`config.mk`:
```
export PLATFORM = sky130hd
export DESIGN_NAME = light_level_average_change_reporter
export DESIGN_NICKNAME = d
export VERILOG_FILES = /design/src/design/llacr_pkg.sv /design/src/design/llacr_div.sv /design/src/design/light_level_average_change_reporter.sv
export SDC_FILE = /design/constraint.sdc
export NUM_CORES = 1
export LEC_CHECK = 0
export BUFFER_PORTS_ARGS = -buffer_cell sky130_fd_sc_hd__buf_2
export CORE_MARGIN = 2
export CORE_UTILIZATION = 35
export CTS_BUF_LIST = sky130_fd_sc_hd__clkbuf_8
export DETAILED_ROUTE_END_ITERATION = 6
export PLACE_DENSITY = 0.54
export SKIP_LAST_GASP = 1
export SLEW_MARGIN = 30
export SYNTH_ARGS = -nofsm -noshare
export SYNTH_HDL_FRONTEND = slang
export SYNTH_SLANG_ARGS = --single-unit
```
`constraint.sdc`:
```
create_clock -name clk -period 4.87 [get_ports clk]
set_clock_uncertainty 0.15 [all_clocks]
set_input_delay 0.7305 -clock clk [delete_from_list [all_inputs] [get_ports clk]]
set_output_delay 0.7305 -clock clk [all_outputs]
set_load 0.03 [all_outputs]
```
`src/design/llacr_pkg.sv`:
```
// shared constants, codes, types and the level mapping function of the
// light level average change reporter; no dependencies
package llacr_pkg;

  localparam int WINDOW_DEFAULT = 3;

  localparam logic [7:0] LEVEL_LOW       = 8'd75;
  localparam logic [7:0] LEVEL_FOUR      = 8'd90;
  localparam logic [7:0] LEVEL_BASE      = 8'd100;
  localparam logic [7:0] LEVEL_HIGH      = 8'd225;
  localparam logic [7:0] LEVEL_STEP      = 8'd10;
  localparam logic [7:0] THRESHOLD_RESET = 8'd60;

  localparam logic [1:0] OP_SAMPLE  = 2'd0;
  localparam logic [1:0] OP_ENABLE  = 2'd1;
  localparam logic [1:0] OP_DISABLE = 2'd2;

  typedef struct packed {
    logic busy;
    logic done;
  } div_stat_t;

  function automatic logic [7:0] map_level(input logic [15:0] raw);
    logic [7:0] lvl;
    if (raw <= 16'd3) begin
      lvl = LEVEL_LOW;
    end else if (raw == 16'd4) begin
      lvl = LEVEL_FOUR;
    end else if (raw <= 16'd16) begin
      lvl = LEVEL_BASE + 8'(raw[4:0] - 5'd5) * LEVEL_STEP;
    end else begin
      lvl = LEVEL_HIGH;
    end
    return lvl;
  endfunction

endpackage

```
`src/design/llacr_div.sv`:
```
// restoring divider, one quotient bit per cycle
// depends on llacr_pkg for the status struct
module llacr_div #(
  parameter int DIVIDEND_W = 10,
  parameter int DIVISOR_W  = 2
) (
  input  logic                   clk,
  input  logic                   rst_n,
  input  logic                   start,
  input  logic [DIVIDEND_W-1:0]  dividend,
  input  logic [DIVISOR_W-1:0]   divisor,
  output llacr_pkg::div_stat_t   stat,
  output logic [DIVIDEND_W-1:0]  quotient
);
  import llacr_pkg::*;

  localparam int CNT_W = $clog2(DIVIDEND_W + 1);

  logic [CNT_W-1:0]      cnt_r;
  logic                  done_r;
  logic [DIVISOR_W-1:0]  rem_r;
  logic [DIVISOR_W-1:0]  div_r;
  logic [DIVIDEND_W-1:0] quo_r;
  logic [DIVISOR_W:0]    trial;
  logic [DIVISOR_W:0]    diff;
  logic                  ge;

  assign trial = {rem_r, quo_r[DIVIDEND_W-1]};
  assign diff  = trial - {1'b0, div_r};
  assign ge    = trial >= {1'b0, div_r};

  always_ff @(posedge clk) begin
    if (!rst_n) begin
      cnt_r  <= '0;
      done_r <= 1'b0;
    end else begin
      done_r <= 1'b0;
      if (start) begin
        cnt_r <= CNT_W'(DIVIDEND_W);
        rem_r <= '0;
        div_r <= divisor;
        quo_r <= dividend;
      end else if (cnt_r != '0) begin
        rem_r <= ge ? diff[DIVISOR_W-1:0] : trial[DIVISOR_W-1:0];
        quo_r <= {quo_r[DIVIDEND_W-2:0], ge};
        cnt_r <= cnt_r - 1'b1;
        if (cnt_r == CNT_W'(1)) begin
          done_r <= 1'b1;
        end
      end
    end
  end

  assign stat.busy = cnt_r != '0;
  assign stat.done = done_r;
  assign quotient  = quo_r;

endmodule

```
`src/design/light_level_average_change_reporter.sv`:
```
// a sample's result passes through the summing adder, one filled window entry
// (1 to WINDOW entries) per cycle, and then through the bit-serial divider.
// one input transaction at a time; ready again once results are handed to the
// output register or none is due; when both reports are due, the second one
// follows the first. enable/disable transactions only set or clear the force
// flag and leave the block ready.
// reset: window empty, last reported level 0, force flag clear, threshold 60
module light_level_average_change_reporter #(
  parameter int WINDOW = llacr_pkg::WINDOW_DEFAULT
) (
  input  logic        clk,
  input  logic        rst_n,
  input  logic        in_tvalid,
  output logic        in_tready,
  input  logic [23:0] in_tdata,   // [1:0] operation, [17:2] sample, [23:18] zero
  output logic        out_tvalid,
  input  logic        out_tready,
  output logic [15:0] out_tdata,  // [7:0] reported_level, [15:8] window_mean
  output logic        out_tlast,  // last_of_run
  input  logic        cfg_valid,
  output logic        cfg_ready,
  input  logic [7:0]  cfg_data    // change_threshold
);
  import llacr_pkg::*;

  localparam int SUM_W = $clog2(WINDOW * 225 + 1);
  localparam int CNT_W = $clog2(WINDOW + 1);
  localparam int IDX_W = (WINDOW > 1) ? $clog2(WINDOW) : 1;

  typedef enum logic [2:0] {
    ST_IDLE,
    ST_SUM,
    ST_DIV_GO,
    ST_DIV,
    ST_SEND
  } state_t;

  state_t            state_r;
  logic [7:0]        win_r [WINDOW];
  logic [IDX_W-1:0]  slot_r;
  logic [CNT_W-1:0]  fill_r;
  logic [IDX_W-1:0]  idx_r;
  logic [SUM_W-1:0]  sum_r;
  logic [7:0]        level_r;
  logic [7:0]        mean_r;
  logic [7:0]        last_rep_r;
  logic [7:0]        thresh_r;
  logic              force_r;
  logic              send_change_r;
  logic              div_start_r;
  logic              out_valid_r;
  logic [15:0]       out_data_r;
  logic              out_last_r;

  logic [1:0]        op;
  logic [15:0]       raw;
  logic [7:0]        level_nxt;
  logic [7:0]        mean_nxt;
  logic [7:0]        diff;
  logic              out_free;
  logic              send_now;
  div_stat_t         div_stat;
  logic [SUM_W-1:0]  quotient;

  assign op        = in_tdata[1:0];
  assign raw       = in_tdata[17:2];
  assign level_nxt = map_level(raw);
  assign mean_nxt  = quotient[7:0];
  assign diff      = (mean_nxt >= last_rep_r) ? mean_nxt - last_rep_r : last_rep_r - mean_nxt;
  assign out_free  = !out_valid_r || out_tready;
  // a report goes into the output register this cycle
  assign send_now  = (state_r == ST_SEND) && (send_change_r || force_r) && out_free;

  llacr_div #(
    .DIVIDEND_W(SUM_W),
    .DIVISOR_W (CNT_W)
  ) u_div (
    .clk     (clk),
    .rst_n   (rst_n),
    .start   (div_start_r),
    .dividend(sum_r),
    .divisor (fill_r),
    .stat    (div_stat),
    .quotient(quotient)
  );

  always_ff @(posedge clk) begin
    if (!rst_n) begin
      state_r       <= ST_IDLE;
      slot_r        <= '0;
      fill_r        <= '0;
      last_rep_r    <= '0;
      thresh_r      <= THRESHOLD_RESET;
      force_r       <= 1'b0;
      send_change_r <= 1'b0;
      div_start_r   <= 1'b0;
      out_valid_r   <= 1'b0;
    end else begin
      div_start_r <= 1'b0;
      if (send_now) begin
        out_valid_r <= 1'b1;
      end else if (out_tready) begin
        out_valid_r <= 1'b0;
      end
      if (cfg_valid && cfg_ready) begin
        thresh_r <= cfg_data;
      end
      case (state_r)
        ST_IDLE: begin
          if (in_tvalid) begin
            case (op)
              OP_SAMPLE: begin
                level_r       <= level_nxt;
                win_r[slot_r] <= level_nxt;
                slot_r        <= (slot_r == IDX_W'(WINDOW - 1)) ? '0 : slot_r + 1'b1;
                if (fill_r != CNT_W'(WINDOW)) begin
                  fill_r <= fill_r + 1'b1;
                end
                sum_r   <= '0;
                idx_r   <= '0;
                state_r <= ST_SUM;
              end
              OP_ENABLE:  force_r <= 1'b1;
              OP_DISABLE: force_r <= 1'b0;
              default: ;
            endcase
          end
        end
        ST_SUM: begin
          // one window entry per cycle through the shared adder
          sum_r <= sum_r + SUM_W'(win_r[idx_r]);
          idx_r <= idx_r + 1'b1;
          if (CNT_W'(idx_r) + 1'b1 == fill_r) begin
            state_r <= ST_DIV_GO;
          end
        end
        ST_DIV_GO: begin
          div_start_r <= 1'b1;
          state_r     <= ST_DIV;
        end
        ST_DIV: begin
          if (div_stat.done) begin
            mean_r        <= mean_nxt;
            send_change_r <= diff >= thresh_r;
            state_r       <= ST_SEND;
          end
        end
        ST_SEND: begin
          if (!send_change_r && !force_r) begin
            state_r <= ST_IDLE;
          end else if (out_free) begin
            out_data_r  <= {mean_r, level_r};
            last_rep_r  <= level_r;
            if (send_change_r) begin
              send_change_r <= 1'b0;
              out_last_r    <= !force_r;
              if (!force_r) begin
                state_r <= ST_IDLE;
              end
            end else begin
              force_r    <= 1'b0;
              out_last_r <= 1'b1;
              state_r    <= ST_IDLE;
            end
          end
        end
        default: state_r <= ST_IDLE;
      endcase
    end
  end

  assign in_tready  = (state_r == ST_IDLE) && !div_stat.busy;
  assign out_tvalid = out_valid_r;
  assign out_tdata  = out_data_r;
  assign out_tlast  = out_last_r;
  // threshold writes only between transactions
  assign cfg_ready  = (state_r == ST_IDLE);

endmodule

```
### After elaboration in Yosys (flattened, before gate mapping)

Memory sizes are Yosys's and may differ from the RTL's. A register that Yosys moved wholly into a read port is not among the register bits.
Cells that the tools add are included.

| storage, ports and cells | value |
|---|---|
| register bits | 91 |
| RAM bits | 24 |
| bits of input ports | 37 |
| output and inout bits | 20 |
| word-level logic and storage cells | 141 |
| memories | 1 |

Memory list:

| name | words | width | read ports | clocked after memory_dff | write ports | line | source |
|---|---|---|---|---|---|---|---|
| win_r | 3 | 8 | 1 | 1 | 1 | light_level_average_change_reporter.sv:39 | `logic [7:0] win_r [WINDOW];` |

| cells by class | value |
|---|---|
| add/sub/neg operators | 10 |
| multipliers | 1 |
| magnitude comparators | 5 |
| equality and inequality tests | 21 |
| muxes and demuxes | 46 |
| bitwise gates (word level) | 3 |
| reductions and logical operators | 33 |

Operators with widths:

| cell | number |
|---|---|
| 10-bit two-way mux | 4 |
| 8-bit two-way mux | 4 |
| 3-bit two-way mux | 8 |
| 10-bit case mux with 2 select lines | 1 |
| 4-bit AND reduction | 5 |
| 16-bit by 3-bit == test with 1-bit output (second input constant) | 1 |
| 8-bit >= comparator | 2 |
| 16-bit by 2-bit <= comparator with 1-bit output (second input constant) | 1 |
| 16-bit by 5-bit <= comparator with 1-bit output (second input constant) | 1 |
| 1-bit two-way mux | 16 |
| 8-bit subtractor | 2 |
| 3-bit case mux with 5 select lines | 1 |
| 2-bit two-way mux | 6 |
| 2-bit != test (second input constant) | 6 |
| 6-bit AND reduction | 2 |
| 10-bit by 8-bit adder with 10-bit output | 1 |
| 2-bit nonzero test | 5 |
| 3-bit AND reduction | 3 |
| 7-bit by 8-bit adder with 8-bit output (first input constant) | 1 |
| 8-bit by 3-bit multiplier with 7-bit output (second input constant) | 1 |
| 4-bit two-way mux | 2 |
| 2-bit by 1-bit adder with 2-bit output (second input constant) | 3 |
| 3-bit by 2-bit == test with 1-bit output (second input constant) | 2 |
| 1-bit case mux with 2 select lines | 3 |
| 25 further kinds | 38 |

### Longest topological paths before layout

Gate-level depths: netlist (run 1).

| depth | value |
|---|---|
| depth in word-level cells | 6 |
| gate-level depth with buffers | 15 |

### By module

From an unflattened synthesis (run 1), not the netlist that was laid out.

| unflattened totals | value |
|---|---|
| cells, all modules | 533 |
| area total of the unflattened synthesis | 6,104.6 um2 |

By module, submodules not included:

| module | instances | cells each | area each (um2) | sequential area each (um2) |
|---|---|---|---|---|
| light_level_average_change_reporter | 1 | 467 | 5,211.2 | 2,652.5 |
| llacr_div | 1 | 66 | 893.4 | 520.5 |

### Worst setup path before layout (run 1)

Ideal clock, no wire load.

| path | value |
|---|---|
| path type | input to register |
| from | input port in_tdata[2] |
| to | register level_r[7] (data pin) |
| setup time | 287 ps |
| arrival | 3,093 ps |
| data required time | 4,433 ps |
| slack | 1,340 ps |
| stages | 12 |
| buffers on the path | 0 |
| path through | inv_1 -> ha_1 -> nor2b_1 -> o21a_1 -> or2_2 -> ha_1 -> fa_1 -> xor2_1 -> nor3_1 -> xnor2_1 -> xnor2_1 -> a21oi_1 |

| between the ends | value |
|---|---|
| longest elaborated chain between the ends | 6 |
| elaborated cells on any way between the ends | 9 |

Ends and longest elaborated chain:

| element | line | source |
|---|---|---|
| from (decl) | light_level_average_change_reporter.sv:15 | `input logic [23:0] in_tdata,` |
| 5-bit by 3-bit subtractor with 6-bit output | llacr_pkg.sv:30 | `lvl = LEVEL_BASE + 8'(raw[4:0] - 5'd5) * LEVEL_STEP;` |
| 8-bit by 3-bit multiplier with 7-bit output | llacr_pkg.sv:30 |  |
| 7-bit by 8-bit adder with 8-bit output | llacr_pkg.sv:30 |  |
| 8-bit two-way mux | llacr_pkg.sv:29 | `end else if (raw <= 16'd16) begin` |
| 8-bit two-way mux | llacr_pkg.sv:27 | `end else if (raw == 16'd4) begin` |
| 8-bit two-way mux (*) | llacr_pkg.sv:25 | `if (raw <= 16'd3) begin` |
| named net level_nxt[7] | light_level_average_change_reporter.sv:57 | `logic [7:0] level_nxt;` |
| to (signal assigned) | light_level_average_change_reporter.sv:113 | `level_r <= level_nxt;` |
| to (decl) | light_level_average_change_reporter.sv:44 | `logic [7:0] level_r;` |

The timed path passes the listed nets; every way through them passes the cells marked *.
A chain may end at the register's enable or synchronous reset.

### Final worst setup path (run 1)

Same ends and word-level chain as after synthesis.

==> results.json, run 1 <==
{
  "outcome": "finished clean",
  "post-route-util": 0.406,
  "final_nets": 675,
  "critPathCapture": "level_r[7]",
  "leakagePower_nw": 2.70,
  "drtIter0Drc": 193,
  "worst_ir_drop_vdd_uv": 168,
  "clock_path_buffers": 2,
  "finalSetupTns_ps": 0,
  "ff2ff_path_depth": 15,
  "drt-vias-per-instance": 4.87,
  "regArea_um2": 3170,
  "antenna_cells": 0,
  "fin_crit_sh": 0.707,
  "maxSlewHeadroom": 0.443,
  "cp-start-kind": "input pin",
  "core.rowCount": 48,
  "stdcell_area_um2": 6970,
  "yosysUniqueCellTypes": 60,
  "root_buffer": "clkbuf_8",
  "required_ps": 4940,
  "firstDrtPassIters": 4,
  "track_usage": 0.139,
  "drive_gt1_frac": 0.166,
  "synth_flop_cell": "edfxtp_1",
  "synth_area_per_cell_um2": 11.4,
  "worstHoldPathCells": 0,
  "hold_path.class": "flip-flop to flip-flop",
  "grt_start_max_net_pins": 37,
  "wirelength_um": 11800,
  "yosys-top-cells-count": "83 x edfxtp_1, 44 x ha_1, 41 x inv_1, 37 x nand2_1, 34 x dfxtp_1",
  "drc": 0,
  "rsz0062_at_grt": "false",
  "hold_viol_final": 0,
  "grt_pass1_vias": 4034,
  "yosysSeqAreaShare": 0.520,
  "hpwl_um": 8970,
  "fmax_ghz": 0.290,
  "cp_slowest_cell": "fa_1",
  "holdWs_ps": 270,
  "endpoint_kind": "flip-flop",
  "cts_hold_buf": 0,
  "core_area_um2": 17200,
  "die_area_um2": 18500,
  "ys_ff_latch": 117,
  "start_util": 0.355,
  "synth_area_um2": 6100,
  "fin_crit_ps": 3440,
  "cts_tree": "built",
  "clkTransAtPathRegs_ps": 60,
  "ctsHtreeMaxLevel": 4,
  "clkLatencyLatePin_ps": 430,
  "synth-edff-count": 83,
  "path_max_fanout": 4,
  "syn_inst": 536,
  "pre_cts_slack_ps": 987,
  "die_h_um": 136,
  "reg2reg_from": "u_div.quotient[0]",
  "arrival_ps": 3520,
  "setup_ws_ps": 1430,
  "syn_nets": 621,
  "async_reset_ff_frac": 0,
  "r2r_end": "send_change_r",
  "finalMaxSlewViolations": 0,
  "yosysMostFrequentCell": "edfxtp_1",
  "ioPinCount": 57,
  "post_cts_resize_count": 0,
  "cts_num_sinks": 117,
  "gp_congestion": 0.794,
  "numCtsBuffers": 17,
  "synth_top_cell_by_area": "edfxtp_1",
  "grt_antenna_before_repair": 0,
  "slowest_delay_ps": 440,
  "yosysWarnings": 0,
  "worstPathCellList": "buf_2, inv_1, ha_1, nor2b_1, o21a_1, or2_2, ha_1, fa_1, xor2_1, nor3_1, xnor2_1, xnor2_1, a21oi_1",
  "cts_setup_buffers": 0,
  "grt_pass1_wl_um": 19800,
  "area_growth_pct": 14.3,
  "routedWlPerCell_um": 14.3,
  "portBuffers": 50,
  "die_x_um": 136,
  "regToRegSetupSlack_ps": 1480,
  "ant_nets": 0,
  "via_count": 4024,
  "drv_cap": 0,
  "ys_top_cells_by_area": "edfxtp_1 41%, dfxtp_1 11%, ha_1 9.0%",
  "cp-startpoint": "in_tdata[2]",
  "power_density_nw_per_um2": 398,
  "gr-total-overflow": 0,
  "synth_top_area_frac": 0.409,
  "fill_cells": 1662,
  "multi_input_area_um2": 2680,
  "path_class": "input pin to flip-flop",
  "tightest_slew_ps": 836,
  "place_area_um2": 6570,
  "finalSetupViolCount": 0
}
==> kinds of logic (layout without fill, tap and decap cells) <==
kind of cell	count (synthesis)	in the layout	synth area share
and+or+nand+nor	142	142	0.121
DFF	117	117	0.520
AOI/OAI and AO/OA	112	112	0.125
buffers and inverters	60	126	0.0396
adders and majority gates	48	48	0.103
muxes	35	35	0.0591
xor gates and xnor gates	22	22	0.0316
==> critical path: cells and delay by family <==
family                     cells  cell delay (ps)
adders and majority gates      3             1040
and+or+nand+nor                3              600
AOI/OAI and AO/OA              2              460
xor gates and xnor gates       3              440
buffers and inverters          2              230
==> layer usage <==
metal  vias up  track usage  share of wire  wire length, um
li1       2035            -              -                -
met1      1909        0.166           0.44             5220
met2        68        0.238           0.50             5940
met3        12       0.0403          0.039              459
met4         0       0.0475          0.016              184
met5         -            0              0                0
==> placed cells by master (no fill, tap or decap), types with 6 or more instances in the layout <==
cell / count
a21boi_0: 9
a21o_1: 11
a21oi_1: 26
and2_1: 7
buf_2: 50
clkbuf_8: 17
dfxtp_1: 34
edfxtp_1: 83
ha_1: 44
inv_1: 43
mux2_2: 8
mux2i_1: 27
nand2_1: 37
nand2b_1: 9
nor2_1: 29
nor2b_1: 16
nor3_1: 11
nor3b_1: 7
o211ai_1: 6
o21a_1: 6
o21ai_0: 28
xnor2_1: 15
xor2_1: 7
==> sequential cells by signal, indices dropped and copies added, names as in the netlist, 3 cells and up, named ones only <==
name,count
out_tdata,16
win_r,24
state_r,3
last_rep_r,8
sum_r,10
u_div.quotient,10
mean_r,8
u_div.cnt_r,4
level_r,8
thresh_r,8
==> report_power, final <==
| part | internal (mW) | total (mW) | leakage, nW | switching, mW |
|---|---|---|---|---|
| Sequential | 1.14 | 1.21 | 1.03 | 0.0702 |
| Combinational | 0.283 | 0.646 | 1.46 | 0.363 |
| Clock | 0.541 | 0.917 | 0.206 | 0.376 |
| Total | 1.97 | 2.78 | 2.70 | 0.809 |
==> metrics by stage <==
step,instances,total power [mW]
final,827,2.78
after global placement,796,1.86
after detailed placement,796,1.89
after CTS,827,2.81
after global routing,827,2.95
after floorplan,536,1.74
==> cell type report <==
| type | count | share of cell area |
|---|---|---|
| Tap cell | 225 | 0.0404 |
| Multi-Input combinational cell | 359 | 0.385 |
| Timing Repair Buffer | 53 | 0.0391 |
| Clock inverter | 14 | 0.0242 |
| Inverter | 42 | 0.0226 |
| Sequential cell | 117 | 0.455 |
| Clock buffer | 17 | 0.0336 |
==> how the worst min path moves through the flow <==
| stage | start | endpoint | slack [ps] |
|---|---|---|---|
| finish | mean_r[0] | out_tdata[8] | 270 |
| global route | mean_r[1] | out_tdata[9] | 280 |
| CTS | mean_r[0] | out_tdata[8] | 270 |
| detailed placement | mean_r[0] | out_tdata[8] | 260 |
| global placement | mean_r[1] | out_tdata[9] | 250 |
| floorplan | mean_r[2] | out_tdata[10] | 250 |
(Power assumes the default switching activity.)
==> inputs of run 2 (changes only) <==
==> constraint.sdc (replaced) <==
create_clock -name clk -period 3.52 [get_ports clk]
set_clock_uncertainty 0.15 [all_clocks]
set_input_delay 0.528 -clock clk [delete_from_list [all_inputs] [get_ports clk]]
set_output_delay 0.528 -clock clk [all_outputs]
set_load 0.03 [all_outputs]
==> results.json, run 2 (same netlist as run 1, synthesis figures left out) <==
{
  "gr-total-overflow": 0,
  "clkLatencyLatePin_ps": 440,
  "top_register": "win_r",
  "ant_nets": 0,
  "stdcell_area_um2": 7090,
  "power_density_nw_per_um2": 547,
  "drc": 0,
  "pre_cts_slack_ps": -58.3,
  "setup_ws_ps": 242,
  "arrival_ps": 3460,
  "antenna_cells": 0,
  "final_nets": 688,
  "clkTransAtPathRegs_ps": 70,
  "wirelength_um": 12200,
  "firstDrtPassIters": 4,
  "finalSetupTns_ps": 0,
  "wl_met2_um": 6130,
  "post-route-util": 0.413,
  "via_count": 4099,
  "worst_ir_drop_vdd_uv": 226,
  "fill_cells": 1692,
  "routedWlPerCell_um": 14.6,
  "clock_path_buffers": 2,
  "fin_crit_ps": 3280,
  "required_ps": 3700,
  "die_area_um2": 18500,
  "die_x_um": 136,
  "path_class": "flip-flop to flip-flop",
  "die_h_um": 136,
  "cts_tree": "built",
  "core.rowCount": 48,
  "gp_congestion": 0.830,
  "grt_start_max_net_pins": 25,
  "leakagePower_nw": 2.76,
  "place_area_um2": 6640,
  "start_util": 0.355,
  "outcome": "finished clean",
  "hold_path.class": "input pin to flip-flop",
  "cts_num_sinks": 117,
  "root_buffer": "clkbuf_8",
  "wl_met1_um": 5550,
  "path_max_fanout": 6,
  "drt-vias-per-instance": 4.87,
  "tightest_slew_ps": 842,
  "portBuffers": 50,
  "cp-start-kind": "flip-flop",
  "fin_crit_sh": 0.931,
  "dr_wl_met3_um": 368,
  "ioPinCount": 57,
  "numCtsBuffers": 17,
  "drtIter0Drc": 160,
  "final_cell_mix": "83 x edfxtp_1, 50 x buf_2, 44 x ha_1",
  "track_usage": 0.142,
  "endpoint_kind": "flip-flop",
  "ctsHtreeMaxLevel": 4,
  "highest-signal-layer": "met4",
  "fmax_ghz": 0.305,
  "hold_viol_final": 0,
  "core_area_um2": 17200,
  "grt_pass1_wl_um": 20100,
  "drv_cap": 0,
  "cts_hold_buf": 0,
  "grt_antenna_before_repair": 0,
  "layout_commonest_cell": "edfxtp_1",
  "largest_register_ff_count": 24,
  "finalMaxSlewViolations": 0,
  "finalSetupViolCount": 0,
  "grt_pass1_vias": 4040,
  "maxSlewHeadroom": 0.438,
  "rsz0062_at_grt": "false",
  "hpwl_um": 9270,
  "drive_gt1_frac": 0.192,
  "area_growth_pct": 16.3
}
run 2: worst max-delay path, stage by stage, from the launching register on:
cell,delay [ps]
edfxtp_1,420
inv_1,90
ha_1,130
inv_1,60
fa_2,370
a31oi_4,180
a21oi_2,110
o22ai_4,240
mux2i_1,260
xnor2_1,160
ha_1,270
a21o_1,180
a21o_1,170
a21oi_1,130
a21oi_1,80
o21a_1,180
run 2: layer usage:
metal / GRT usage / vias to the layer above
li1: - / 2054
met5: 0 / -
met2: 0.241 / 56
met1: 0.171 / 1971
met3: 0.0410 / 18
met4: 0.0527 / 0
run 2: power breakdown:
part,internal [mW],switching [mW]
clock network,0.703,0.575
registers,1.58,0.0807
logic,0.407,0.530
run 2: area by class of cell:
type                    instances  area [um2]  area share
flip-flops and latches        117        3170       0.447
multi-input cells             359        2690       0.380
repair buffers                 66         370      0.0522
well taps                     225         282      0.0397
clock buffers                  17         234      0.0330
clock inverters                15         181      0.0256
inverters                      42         158      0.0222
run 2: worst paths after layout:
kind	depth (start not counted)	slack, ps	from	end
min reg2reg	0	270	mean_r[4]	out_tdata[12]
min	3	170	cfg_data[2]	thresh_r[2]
max reg2reg	15	240	u_div.quotient[0]	send_change_r
max	15	240	u_div.quotient[0]	send_change_r
run 2: per-stage QoR:
stage	power, mW	instances	hold slack (ps)
finish	3.88	841	166
global route	4.10	841	137
CTS	3.91	838	138
detailed placement	2.63	806	256
global placement	2.59	806	254
floorplan	2.41	536	250
run 2: repair_timing:
action | CTS | global route
hold endpoints to repair | 0 | 0
buffers inserted | 0 | 3
endpoints found under the setup margin | 0 | 1
resized for setup | 0 | 2
